File: src/hw/rtl/aoss_pkg.sv
// Package for the AV1 OBU stream scanner: scan state, result types and byte masks.
// No dependencies; used by the channel interfaces, aoss_step and the top level.
`default_nettype none

package aoss_pkg;

   // Width of the OBU payload length counter; a size that does not fit is an error.
   localparam int LENGTH_BITS   = 24;
   localparam int COUNT_BITS    = 24;
   localparam int TEMPORAL_BITS = 3;
   localparam int SPATIAL_BITS  = 2;

   // LEB128 size field: at most eight bytes of seven bits each.
   localparam int LEB_BYTES     = 8;
   localparam int LEB_DIGIT     = 7;
   localparam int LEB_IDX_BITS  = $clog2(LEB_BYTES);
   localparam int LEB_PART_BITS = LEB_BYTES * LEB_DIGIT;
   localparam int LEB_SHIFT_BITS = $clog2(LEB_PART_BITS);

   localparam logic [LEB_IDX_BITS-1:0]   LEB_IDX_LAST  = LEB_IDX_BITS'(LEB_BYTES - 1);
   localparam logic [LEB_SHIFT_BITS-1:0] LEB_DIGIT_W   = LEB_SHIFT_BITS'(LEB_DIGIT);
   localparam logic [COUNT_BITS-1:0]     COUNT_MAX     = '1;

   // Header and extension byte masks.
   localparam logic [7:0] HDR_ILLEGAL_MASK = 8'h81;  // forbidden bit and reserved bit
   localparam logic [7:0] HDR_EXT_FLAG     = 8'h04;
   localparam logic [7:0] HDR_SIZE_FLAG    = 8'h02;
   localparam logic [7:0] EXT_RSVD_MASK    = 8'h07;
   localparam logic [7:0] LEB_VALUE_MASK   = 8'h7f;
   localparam logic [7:0] LEB_MORE_FLAG    = 8'h80;

   localparam logic [3:0] OBU_TYPE_NONE    = 4'd0;
   localparam logic [3:0] OBU_TYPE_SEQ_HDR = 4'd1;

   typedef enum logic [2:0] {
      PH_HEADER,
      PH_EXT,
      PH_SIZE,
      PH_PAYLOAD,
      PH_REST
   } phase_type;

   typedef struct packed {
      phase_type                phase;
      logic                     size_flag;
      logic [LENGTH_BITS-1:0]   size_accum;
      logic [LEB_IDX_BITS-1:0]  size_idx;
      logic [LENGTH_BITS-1:0]   payload_left;
      logic                     error_seen;
      logic [COUNT_BITS-1:0]    count;
      logic [TEMPORAL_BITS-1:0] temporal_max;
      logic [SPATIAL_BITS-1:0]  spatial_max;
      logic                     seq_seen;
   } scan_state_type;

   typedef struct packed {
      logic                     scan_ok;
      logic [COUNT_BITS-1:0]    obu_total;
      logic [TEMPORAL_BITS-1:0] temporal_id_max;
      logic [SPATIAL_BITS-1:0]  spatial_id_max;
      logic                     saw_sequence_header;
   } scan_result_type;

   localparam scan_state_type SCAN_IDLE = '{
      phase:        PH_HEADER,
      size_flag:    1'b0,
      size_accum:   '0,
      size_idx:     '0,
      payload_left: '0,
      error_seen:   1'b0,
      count:        '0,
      temporal_max: '0,
      spatial_max:  '0,
      seq_seen:     1'b0
   };

endpackage

`default_nettype wire

File: src/hw/rtl/aoss_ifs.sv
// Valid/ready channel interfaces for the OBU stream scanner: byte requests and scan results.
// Depends on aoss_pkg for field widths.
`default_nettype none

interface aoss_req_if
   import aoss_pkg::*;
();
   logic       valid;
   logic       ready;
   logic [7:0] data_byte;
   logic       last_byte;

   modport source (output valid, output data_byte, output last_byte, input ready);
   modport sink   (input valid, input data_byte, input last_byte, output ready);
endinterface

interface aoss_rsp_if
   import aoss_pkg::*;
();
   logic                     valid;
   logic                     ready;
   logic                     scan_ok;
   logic [COUNT_BITS-1:0]    obu_total;
   logic [TEMPORAL_BITS-1:0] temporal_id_max;
   logic [SPATIAL_BITS-1:0]  spatial_id_max;
   logic                     saw_sequence_header;

   modport source (output valid, output scan_ok, output obu_total, output temporal_id_max,
                   output spatial_id_max, output saw_sequence_header, input ready);
   modport sink   (input valid, input scan_ok, input obu_total, input temporal_id_max,
                   input spatial_id_max, input saw_sequence_header, output ready);
endinterface

`default_nettype wire

File: src/hw/rtl/av1_obu_stream_scanner.sv
// AV1 OBU stream scanner top level: input register, scan state, result register.
// Depends on aoss_pkg, aoss_ifs (channel interfaces) and aoss_step.
`default_nettype none

// Scans an AV1 buffer one byte per item, one item per cycle sustained. Each byte is
// captured in an input register, run through one pass of the header/extension/LEB128/
// payload walker and folded into the scan state in the same cycle, so the byte rate is
// set by that single state update. The byte flagged last_byte, when it leaves the input
// register, puts one registered result item on rsp_if; any malformed or truncated
// buffer gives an all-zero result. Non-final bytes keep flowing while a result waits on
// rsp_if; only a final byte holds in the input register until the result register is free.
// The scan state returns to idle after every final byte, ready for the next buffer.
module av1_obu_stream_scanner
   import aoss_pkg::*;
(
   input  logic      clock,
   input  logic      reset,
   aoss_req_if.sink   req_if,
   aoss_rsp_if.source rsp_if
);

   logic       in_valid_ff, in_valid_in;
   logic [7:0] in_byte_ff, in_byte_in;
   logic       in_last_ff, in_last_in;

   scan_state_type  st_ff, st_in;
   scan_state_type  st_next;
   scan_result_type res_next;
   scan_result_type rsp_ff, rsp_in;
   logic            rsp_valid_ff, rsp_valid_in;

   logic advance;
   logic byte_fire;
   logic req_take;

   // a final byte may only move on when the result register can take its result
   assign advance   = !(in_last_ff && rsp_valid_ff && !rsp_if.ready);
   assign byte_fire = in_valid_ff && advance;
   assign req_take  = req_if.valid && req_if.ready;

   assign req_if.ready = !in_valid_ff || advance;

   aoss_step u_step (
      .cur       (st_ff),
      .data_byte (in_byte_ff),
      .nxt       (st_next),
      .res       (res_next)
   );

   always_comb begin
      in_valid_in = in_valid_ff;
      in_byte_in  = in_byte_ff;
      in_last_in  = in_last_ff;
      if (req_take) begin
         in_valid_in = 1'b1;
         in_byte_in  = req_if.data_byte;
         in_last_in  = req_if.last_byte;
      end else if (byte_fire) begin
         in_valid_in = 1'b0;
      end
   end

   always_comb begin
      st_in = st_ff;
      if (byte_fire) begin
         st_in = in_last_ff ? SCAN_IDLE : st_next;
      end
   end

   always_comb begin
      rsp_valid_in = rsp_valid_ff;
      rsp_in       = rsp_ff;
      if (byte_fire && in_last_ff) begin
         rsp_valid_in = 1'b1;
         rsp_in       = res_next;
      end else if (rsp_if.ready) begin
         rsp_valid_in = 1'b0;
      end
   end

   always_ff @(posedge clock) begin
      if (reset) begin
         in_valid_ff  <= 1'b0;
         st_ff        <= SCAN_IDLE;
         rsp_valid_ff <= 1'b0;
      end else begin
         in_valid_ff  <= in_valid_in;
         st_ff        <= st_in;
         rsp_valid_ff <= rsp_valid_in;
      end
   end

   always_ff @(posedge clock) begin
      in_byte_ff <= in_byte_in;
      in_last_ff <= in_last_in;
      rsp_ff     <= rsp_in;
   end

   assign rsp_if.valid               = rsp_valid_ff;
   assign rsp_if.scan_ok             = rsp_ff.scan_ok;
   assign rsp_if.obu_total           = rsp_ff.obu_total;
   assign rsp_if.temporal_id_max     = rsp_ff.temporal_id_max;
   assign rsp_if.spatial_id_max      = rsp_ff.spatial_id_max;
   assign rsp_if.saw_sequence_header = rsp_ff.saw_sequence_header;

`ifndef SYNTHESIS
   // a new result only ever follows a final byte leaving the input register
   a_rsp_from_last: assert property (@(posedge clock) disable iff (reset)
      (rsp_valid_ff && !$past(rsp_valid_ff)) |-> $past(in_valid_ff && in_last_ff))
      else $error("result without a final byte");

   // a failed scan reports nothing else
   a_fail_zero: assert property (@(posedge clock) disable iff (reset)
      (rsp_valid_ff && !rsp_ff.scan_ok) |-> (rsp_ff.obu_total == '0 &&
      rsp_ff.temporal_id_max == '0 && rsp_ff.spatial_id_max == '0 &&
      !rsp_ff.saw_sequence_header))
      else $error("nonzero fields on failed scan");

   a_ok_count: assert property (@(posedge clock) disable iff (reset)
      (rsp_valid_ff && rsp_ff.scan_ok) |-> (rsp_ff.obu_total != '0))
      else $error("clean scan with no OBU");

   // payload phase is never entered with nothing to skip
   a_payload_left: assert property (@(posedge clock) disable iff (reset)
      (st_ff.phase == PH_PAYLOAD && !st_ff.error_seen) |-> (st_ff.payload_left != '0))
      else $error("payload phase with zero length");
`endif

endmodule

`default_nettype wire

File: src/hw/rtl/aoss_step.sv
// Per-byte next-state logic of the OBU walker and the end-of-buffer result.
// Depends on aoss_pkg.
`default_nettype none

module aoss_step
   import aoss_pkg::*;
(
   input  scan_state_type  cur,
   input  logic [7:0]      data_byte,
   output scan_state_type  nxt,
   output scan_result_type res
);

   logic [3:0]                obu_type;
   logic [LEB_PART_BITS-1:0]  leb_part;
   logic [LENGTH_BITS-1:0]    leb_accum;
   logic [LENGTH_BITS-1:0]    left_dec;
   logic [TEMPORAL_BITS-1:0]  ext_tid;
   logic [SPATIAL_BITS-1:0]   ext_sid;

   assign obu_type = data_byte[6:3];
   assign ext_tid  = data_byte[7:5];
   assign ext_sid  = data_byte[4:3];
   assign leb_part = LEB_PART_BITS'(data_byte & LEB_VALUE_MASK)
                     << ({{(LEB_SHIFT_BITS-LEB_IDX_BITS){1'b0}}, cur.size_idx} * LEB_DIGIT_W);
   assign leb_accum = cur.size_accum | leb_part[LENGTH_BITS-1:0];
   assign left_dec  = cur.payload_left - LENGTH_BITS'(1);

   // next state
   always_comb begin
      nxt = cur;
      if (!cur.error_seen) begin
         case (cur.phase)
            PH_HEADER: begin
               if ((data_byte & HDR_ILLEGAL_MASK) != 8'h00 || obu_type == OBU_TYPE_NONE) begin
                  nxt.error_seen = 1'b1;
               end else begin
                  if (cur.count != COUNT_MAX) begin
                     nxt.count = cur.count + COUNT_BITS'(1);
                  end
                  if (obu_type == OBU_TYPE_SEQ_HDR) begin
                     nxt.seq_seen = 1'b1;
                  end
                  nxt.size_flag  = (data_byte & HDR_SIZE_FLAG) != 8'h00;
                  nxt.size_accum = '0;
                  nxt.size_idx   = '0;
                  if ((data_byte & HDR_EXT_FLAG) != 8'h00) begin
                     nxt.phase = PH_EXT;
                  end else if ((data_byte & HDR_SIZE_FLAG) != 8'h00) begin
                     nxt.phase = PH_SIZE;
                  end else begin
                     nxt.phase = PH_REST;
                  end
               end
            end
            PH_EXT: begin
               if ((data_byte & EXT_RSVD_MASK) != 8'h00) begin
                  nxt.error_seen = 1'b1;
               end else begin
                  if (ext_tid > cur.temporal_max) begin
                     nxt.temporal_max = ext_tid;
                  end
                  if (ext_sid > cur.spatial_max) begin
                     nxt.spatial_max = ext_sid;
                  end
                  nxt.phase = cur.size_flag ? PH_SIZE : PH_REST;
               end
            end
            PH_SIZE: begin
               if ((leb_part >> LENGTH_BITS) != '0) begin
                  nxt.error_seen = 1'b1;
               end else begin
                  nxt.size_accum = leb_accum;
                  if ((data_byte & LEB_MORE_FLAG) != 8'h00) begin
                     if (cur.size_idx == LEB_IDX_LAST) begin
                        nxt.error_seen = 1'b1;
                     end else begin
                        nxt.size_idx = cur.size_idx + LEB_IDX_BITS'(1);
                     end
                  end else begin
                     nxt.payload_left = leb_accum;
                     nxt.phase        = (leb_accum != '0) ? PH_PAYLOAD : PH_HEADER;
                  end
               end
            end
            PH_PAYLOAD: begin
               nxt.payload_left = left_dec;
               if (left_dec == '0) begin
                  nxt.phase = PH_HEADER;
               end
            end
            default: begin
               // unsized OBU: rest of the buffer is its payload
            end
         endcase
      end
   end

   // result seen after the current byte, used when it is the last one
   always_comb begin
      res = '0;
      if (!nxt.error_seen && (nxt.phase inside {PH_HEADER, PH_REST}) && nxt.count != '0) begin
         res.scan_ok             = 1'b1;
         res.obu_total           = nxt.count;
         res.temporal_id_max     = nxt.temporal_max;
         res.spatial_id_max      = nxt.spatial_max;
         res.saw_sequence_header = nxt.seq_seen;
      end
   end

endmodule

`default_nettype wire
File: src/flat_wrapper.sv
// flat-port wrapper written by rule: the top's interface ports become plain ports
module av1_obu_stream_scanner_flat import aoss_pkg::*;
  (clock, reset, req_if_valid, req_if_data_byte, req_if_last_byte, req_if_ready, rsp_if_valid, rsp_if_scan_ok, rsp_if_obu_total, rsp_if_temporal_id_max, rsp_if_spatial_id_max, rsp_if_saw_sequence_header, rsp_if_ready);
  aoss_req_if req_if_i ();
  aoss_rsp_if rsp_if_i ();
  input  logic clock;
  input  logic reset;
  input wire logic [$bits(req_if_i.valid)-1:0] req_if_valid;
  input wire logic [$bits(req_if_i.data_byte)-1:0] req_if_data_byte;
  input wire logic [$bits(req_if_i.last_byte)-1:0] req_if_last_byte;
  output wire logic [$bits(req_if_i.ready)-1:0] req_if_ready;
  output wire logic [$bits(rsp_if_i.valid)-1:0] rsp_if_valid;
  output wire logic [$bits(rsp_if_i.scan_ok)-1:0] rsp_if_scan_ok;
  output wire logic [$bits(rsp_if_i.obu_total)-1:0] rsp_if_obu_total;
  output wire logic [$bits(rsp_if_i.temporal_id_max)-1:0] rsp_if_temporal_id_max;
  output wire logic [$bits(rsp_if_i.spatial_id_max)-1:0] rsp_if_spatial_id_max;
  output wire logic [$bits(rsp_if_i.saw_sequence_header)-1:0] rsp_if_saw_sequence_header;
  input wire logic [$bits(rsp_if_i.ready)-1:0] rsp_if_ready;
  assign req_if_i.valid = req_if_valid;
  assign req_if_i.data_byte = req_if_data_byte;
  assign req_if_i.last_byte = req_if_last_byte;
  assign req_if_ready = req_if_i.ready;
  assign rsp_if_valid = rsp_if_i.valid;
  assign rsp_if_scan_ok = rsp_if_i.scan_ok;
  assign rsp_if_obu_total = rsp_if_i.obu_total;
  assign rsp_if_temporal_id_max = rsp_if_i.temporal_id_max;
  assign rsp_if_spatial_id_max = rsp_if_i.spatial_id_max;
  assign rsp_if_saw_sequence_header = rsp_if_i.saw_sequence_header;
  assign rsp_if_i.ready = rsp_if_ready;
  av1_obu_stream_scanner u_core (.clock(clock), .reset(reset), .req_if(req_if_i), .rsp_if(rsp_if_i));
endmodule
File: config.mk
export PLATFORM = sky130hd
export DESIGN_NAME = av1_obu_stream_scanner_flat
export DESIGN_NICKNAME = d
export VERILOG_FILES = /design/src/hw/rtl/aoss_pkg.sv /design/src/hw/rtl/aoss_ifs.sv /design/src/hw/rtl/av1_obu_stream_scanner.sv /design/src/hw/rtl/aoss_step.sv /design/src/flat_wrapper.sv
export SDC_FILE = /design/constraint.sdc
export NUM_CORES = 1
export LEC_CHECK = 0
export ABC_AREA = 1
export ABC_CLOCK_PERIOD_IN_PS = 3950
export BUFFER_PORTS_ARGS = -buffer_cell sky130_fd_sc_hd__buf_4
export CAP_MARGIN = 10
export CELL_PAD_IN_SITES_DETAIL_PLACEMENT = 1
export CELL_PAD_IN_SITES_GLOBAL_PLACEMENT = 1
export CORE_ASPECT_RATIO = 1.75
export CORE_MARGIN = 8
export CORE_UTILIZATION = 48
export DETAILED_ROUTE_END_ITERATION = 16
export PLACE_DENSITY_LB_ADDON = 0.1
export SYNTH_ARGS = -nofsm -noshare
export SYNTH_HDL_FRONTEND = slang
export SYNTH_SLANG_ARGS = --single-unit
File: constraint.sdc
create_clock -name clock -period 3.95 [get_ports clock]
set_input_delay 0.5925 -clock clock [delete_from_list [all_inputs] [get_ports clock]]
set_output_delay 0.5925 -clock clock [all_outputs]
set_load 0.01 [all_outputs]
## After elaboration in Yosys (flattened, before gate mapping)

Index checks and enable logic that the tools add are counted.

- Register bits: 128
- Input port bits: 13
- Output and inout port bits: 33
- Logic and storage cells: 113

- Add/sub/neg operators: 3
- $mul: 1
- Magnitude comparators: 2
- Equal/unequal tests: 14
- Shift operators: 1
- Multiplexer cells: 40
- Bitwise logic cells: 1
- Reduce and logical (&&, ||, !) cells: 32

Operators with widths:

| operator | count |
|---|---|
| $mux W86 | 2 |
| $mux W24 | 4 |
| $mux W31 | 2 |
| $reduce_bool A56 Y1 | 1 |
| $shl A7 B6 Y56 | 1 |
| $pmux W27 S2 | 1 |
| $mux W51 | 1 |
| $pmux W24 S2 | 1 |
| $reduce_bool A24 Y1 | 2 |
| $mux W3 | 10 |
| $add A24 B1 Y24 const B | 1 |
| $logic_not A24 Y1 | 1 |
| $ne A24 B24 Y1 const B | 1 |
| $or A24 B24 Y24 | 1 |
| $sub A24 B1 Y24 const B | 1 |
| $reduce_bool A8 Y1 | 2 |
| $mux W1 | 13 |
| $pmux W3 S4 | 1 |
| $mux W5 | 2 |
| $reduce_and A5 Y1 | 2 |
| $ne A3 B2 Y1 const B | 3 |
| $reduce_bool A2 Y1 | 4 |
| $logic_and A1 B1 Y1 | 7 |
| $reduce_and A7 Y1 | 1 |
| other kinds (19) | 29 |

## Longest topological paths before layout

- Word-level depth: 14
- Depth in mapped cells: 20
- Depth with buffers taken out: 18

## Hierarchy

Synthesis repeated with hierarchy kept, for this count alone.

- Cells, all modules: 1309
- Area, all modules: 8607.0 um^2

By module, submodules not included:

| module | times used | cells an instance | area an instance (um^2) | sequential area each (um^2) |
|---|---|---|---|---|
| aoss_step | 1 | 879 | 4339.2 | 0.0 |
| av1_obu_stream_scanner | 1 | 430 | 4267.8 | 2962.8 |

## Worst setup path after synthesis

OpenSTA, ideal clock, no wires.

- Path type: reg2reg
- From: reg u_core.st_ff[6] in the netlist's numbering
- To: reg u_core.rsp_ff, in the netlist u_core.rsp_if.temporal_id_max[1] (data pin)
- Arrival: 2053 ps
- Data required time: 3689 ps
- Slack: 1635 ps
- Stages on the path, launching flop included: 21
- Path buffers: 2
- Cell sequence: dfxtp_1 > ha_1 > nand2_1 > inv_1 > nand2_2 > nor2_8 > nand2_4 > buf_6 > nand2_1 > nand2_1 > nand2_1 > nand2_1 > nor2_1 > nand2_1 > inv_1 > nand3_1 > nor2_1 > nor2_2 > nand3_4 > buf_6 > nor2_2

- Word-level cells in the longest chain between the ends: 7
- Elaborated cells between the ends (all ways): 8

RTL lines:

| element | line | RTL |
|---|---|---|
| from (decl) | av1_obu_stream_scanner.sv:26 | `scan_state_type st_ff, st_in;` |
| from (signal assigned) | av1_obu_stream_scanner.sv:88 | `st_ff <= st_in;` |
| $add A24 B1 Y24 / $ne A24 B24 Y1 (equally long branches) | aoss_step.sv:39, aoss_step.sv:38 |  |
| $mux W24 | aoss_step.sv:38 | `if (cur.count != COUNT_MAX) begin` |
| $mux W24 | aoss_step.sv:35 | `if ((data_byte & HDR_ILLEGAL_MASK) != 8'h00 \|\| obu_type == OBU_TYPE_NONE) begin` |
| $mux W24 | aoss_step.sv:33 | `case (cur.phase)` |
| $mux W86 (*) | aoss_step.sv:32 | `if (!cur.error_seen) begin` |
| $reduce_bool A24 Y1 (*) | aoss_step.sv:102 | `if (!nxt.error_seen && (nxt.phase inside {PH_HEADER, PH_REST}) && nxt.count != '0) begin` |
| $logic_and A1 B1 Y1 (*) | aoss_step.sv:102 |  |
| to (signal assigned) | av1_obu_stream_scanner.sv:96 | `rsp_ff <= rsp_in;` |
| to (decl) | av1_obu_stream_scanner.sv:29 | `scan_result_type rsp_ff, rsp_in;` |

Every way passes the cells marked *; elsewhere a longest branch is shown, timed or not. The select of a mux whose other input is x is not followed.
A chain may end at the register's enable or synchronous reset.

## Worst setup path in the final report

- From: reg u_core.in_byte_ff[0]
- To: reg u_core.rsp_ff, in the netlist u_core.rsp_if.obu_total[0] (data pin)

- Word-level cells in the longest chain between the ends: 12
- Elaborated cells between the ends (all ways): 27

RTL lines:

| element | line | RTL |
|---|---|---|
| from (decl) | av1_obu_stream_scanner.sv:23 | `logic [7:0] in_byte_ff, in_byte_in;` |
| from (signal assigned) | av1_obu_stream_scanner.sv:94 | `in_byte_ff <= in_byte_in;` |
| $shl A7 B6 Y56 | aoss_step.sv:24 | `assign leb_part = LEB_PART_BITS'(data_byte & LEB_VALUE_MASK)` |
| $or A24 B24 Y24 | aoss_step.sv:26 | `assign leb_accum = cur.size_accum \| leb_part[LENGTH_BITS-1:0];` |
| $reduce_bool A24 Y1 | aoss_step.sv:82 | `nxt.phase = (leb_accum != '0) ? PH_PAYLOAD : PH_HEADER;` |
| $mux W2 | aoss_step.sv:82 |  |
| $mux W3 | aoss_step.sv:74 | `if ((data_byte & LEB_MORE_FLAG) != 8'h00) begin` |
| $mux W3 | aoss_step.sv:70 | `if ((leb_part >> LENGTH_BITS) != '0) begin` |
| $pmux W3 S4 | aoss_step.sv:33 |  |
| $mux W86 (*) | aoss_step.sv:32 |  |
| $eq A3 B3 Y1 / $logic_not A3 Y1 (equally long branches) | aoss_step.sv:102 |  |
| $reduce_bool A2 Y1 | aoss_step.sv:102 |  |
| $logic_and A1 B1 Y1 (2 in a row) | aoss_step.sv:102 |  |

Marked as above.

==> out/qor.yml <==
clocking:
  cts_buffers: 17
  insertion_delay_ns: 0.43
  cts.sinks: 128
  clkSlewWorstSetupHoldPaths_ns: 0.06
  post_cts_buffers: 0
  htree_num_levels: 4
  cts_resized: 0
  ctsHoldBuffers: 0
  tritoncts: "done"
  ctsRootBufferMaster: "clkbuf_16"
  cts_buffer_depth: 2
synthesis:
  synth-edff-count: 40
  ys_ff_latch: 128
  synth_top_cell_area_share_pct: 22.1
  synthDistinctLibCells: 46
  synth_area_leaders: "dfxtp_1 (22%), edfxtp_1 (15%), nand2_1 (12%)"
  synth.cell_area_sq_um: 7970
  synthTopCellsByCount: "nand2_1 (245), inv_1 (183), nor2_1 (147)"
  ys.flop_type: "dfxtp_1"
  avgSynthCellArea_sq_um: 6.68
  yosysMostFrequentCell: "nand2_1"
  yosys_warnings: 0
  synthesis.nets: 1217
  synth_area_leader_cell: "dfxtp_1"
  async_flop_share_pct: 0
  synth_cells: 1193
  yosysSeqAreaShare_pct: 37.2
finish:
  layout.nets: 1247
  fillers: 2210
  area_growth_syn_to_layout_pct: 13.5
  multiInputGateArea_sq_um: 4040
  seq_area_sq_um: 2960
  layout-drive-gt1-share_pct: 12.3
  num_antenna_cells: 0
  final_area_sq_um: 9040
timing:
  finalClockSkew_ns: 0.00837
  max_freq_mhz: 300
  maxSlewViolCount: 0
  setup_violations: 0
  holdWs_ns: 0.340
  rsz0062_at_grt: "no"
  min_period_ns: 3.33
  fin_crit_sh_pct: 84.4
  setup_tns_ns: 0
  tightest_slew_ns: 0.851
  maxSlewHeadroom_pct: 43.2
  hold_violations: 0
floorplan:
  initial_core_util_pct: 48.7
  core_sq_um: 16400
  die_area_sq_um: 21100
  die_h_um: 186
  die_w_um: 113
  row_count: 62
  ios: 46
global_route:
  grt_pass1_wl_um: 42900
  first_global_vias: 8632
  globalRoute.totalOverflow: 0
  grt_max_degree: 49
  grt_use_total_pct: 25.9
  antenna_found_initial: 0
worst_hold_path:
  hp-class: "in2reg"
route:
  wl_per_cell_um: 18.3
  drt-vias-per-instance: 5.49
  routed_wl_um: 26800
  vias: 8018
  antenna_left: 0
  first_iter_violations: 345
  drcViolationCount: 0
  dr.pass1.iters: 4
run:
  maxCapViolCount: 0
place:
  place.gp.congestion: 0.882
  postPlaceCellArea_sq_um: 8470
  dp_hpwl_um: 20100
  port_buffers: 45
pwr:
  pwr_density_cell_nw_per_um2: 397
  ir_drop_uv: 263
  leakagePower_nw: 3.83
worst_setup_path:
  crit_fanout: 31
  cp.required_ns: 4.11
  critPathKind: "reg2reg"
  startpoint_type: "flip-flop"
  critPathCaptureType: "flip-flop"
  critPathArrivalTime_ns: 3.50
status:
  outcome: "complete, no violations"
==> per-layer routing <==
layer / global-route usage, % / routed length (um) / share of wire (%) / up-vias
li1: - / - / - / 3919
met1: 22.2 / 8980 / 34 / 3856
met2: 51.9 / 15500 / 58 / 151
met3: 3.20 / 600 / 2.2 / 92
met4: 18.8 / 1670 / 6.2 / 0
met5: 0 / 0 / 0 / -
==> critical path: stages, from the launching register on <==
cell and delay [ns]:
edfxtp_1 0.45, nor2_1 0.26, nand2_2 0.20, nor2_4 0.34, nand3b_1 0.16, nor2_2 0.25, nand3_1 0.14, nand2_1 0.13
nand2_1 0.08, nor2_1 0.11, nand3_1 0.13, nor2_1 0.15, nor2_2 0.06, nand3_4 0.05, buf_4 0.46, nor2_1 0.07
==> cells by family (layout without fill, tap and decap cells) <==
kind of cell,count (synthesis),count (layout),share of synthesized area (%)
buffers and inverters,242,285,12.1
xor gates and xnor gates,15,15,1.65
muxes,1,1,0.126
DFF,128,128,37.2
and+or+nand+nor,574,574,31.9
adders and majority gates,11,11,1.73
AOI/OAI and AO/OA,222,222,15.3
==> cells in the final DEF (no fill, tap or decap), types with 7 or more instances in the layout <==
cell / instances
inv_1: 183
xor2_1: 14
nand3_1: 98
nand2_1: 245
nand4_1: 24
o211ai_1: 20
a21oi_1: 90
clkbuf_16: 17
ha_1: 11
nor2_1: 146
dfxtp_1: 88
buf_4: 62
a211oi_1: 7
nor2_2: 35
o21ai_0: 85
edfxtp_1: 40
==> sequential cells by signal, summed over array words and instances, names as in the netlist <==
name / flops
u_core.rsp_if.scan_ok: 1
u_core.in_last_ff: 1
u_core.rsp_if.saw_sequence_header: 1
u_core.rsp_if.temporal_id_max: 3
u_core.in_byte_ff: 8
u_core.st_ff: 86
u_core.in_valid_ff: 1
u_core.rsp_if.valid: 1
u_core.rsp_if.obu_total: 24
u_core.rsp_if.spatial_id_max: 2
==> per-stage QoR <==
step | std cells | total power, W | setup slack [ns] | utilization, %
2_1_floorplan | 1193 | 0.00185 | 1.64 | -
3_3_place_gp | 1428 | 0.00202 | 0.792 | 51.7
3_5_place_dp | 1428 | 0.00204 | 0.644 | 51.7
4_1_cts | 1460 | 0.00361 | 0.616 | 55.2
5_1_grt | 1460 | 0.00373 | 0.253 | 55.2
6_report | 1460 | 0.00359 | 0.617 | 55.2
==> area by class of cell <==
type                    instances  share of cell area, %
flip-flops and latches        128                   32.8
clock buffers                  18                   4.75
repair buffers                 62                   5.15
inverters                     191                   7.93
clock inverters                14                   1.59
well taps                     224                   3.10
multi-input cells             823                   44.7
==> where the power goes <==
group	total, W	switching, W	internal, W
clock	0.00157	0.000646	0.000926
combinational	0.000585	0.000416	0.000169
sequential	0.00143	0.0000302	0.00140
==> final timing paths <==
path / from / end / slack, ns / cells after the start
worst min-delay path: req_if_data_byte[3] / u_core.in_byte_ff[3] / 0.34 / 1
worst min register to register: u_core.st_ff[67] / u_core.st_ff[67] / 0.45 / 2
worst max register to register: u_core.in_byte_ff[0] / u_core.rsp_if.obu_total[0] / 0.62 / 15
worst max-delay path: u_core.in_byte_ff[0] / u_core.rsp_if.obu_total[0] / 0.62 / 15
Note: power is estimated with default switching activity, not from simulation.
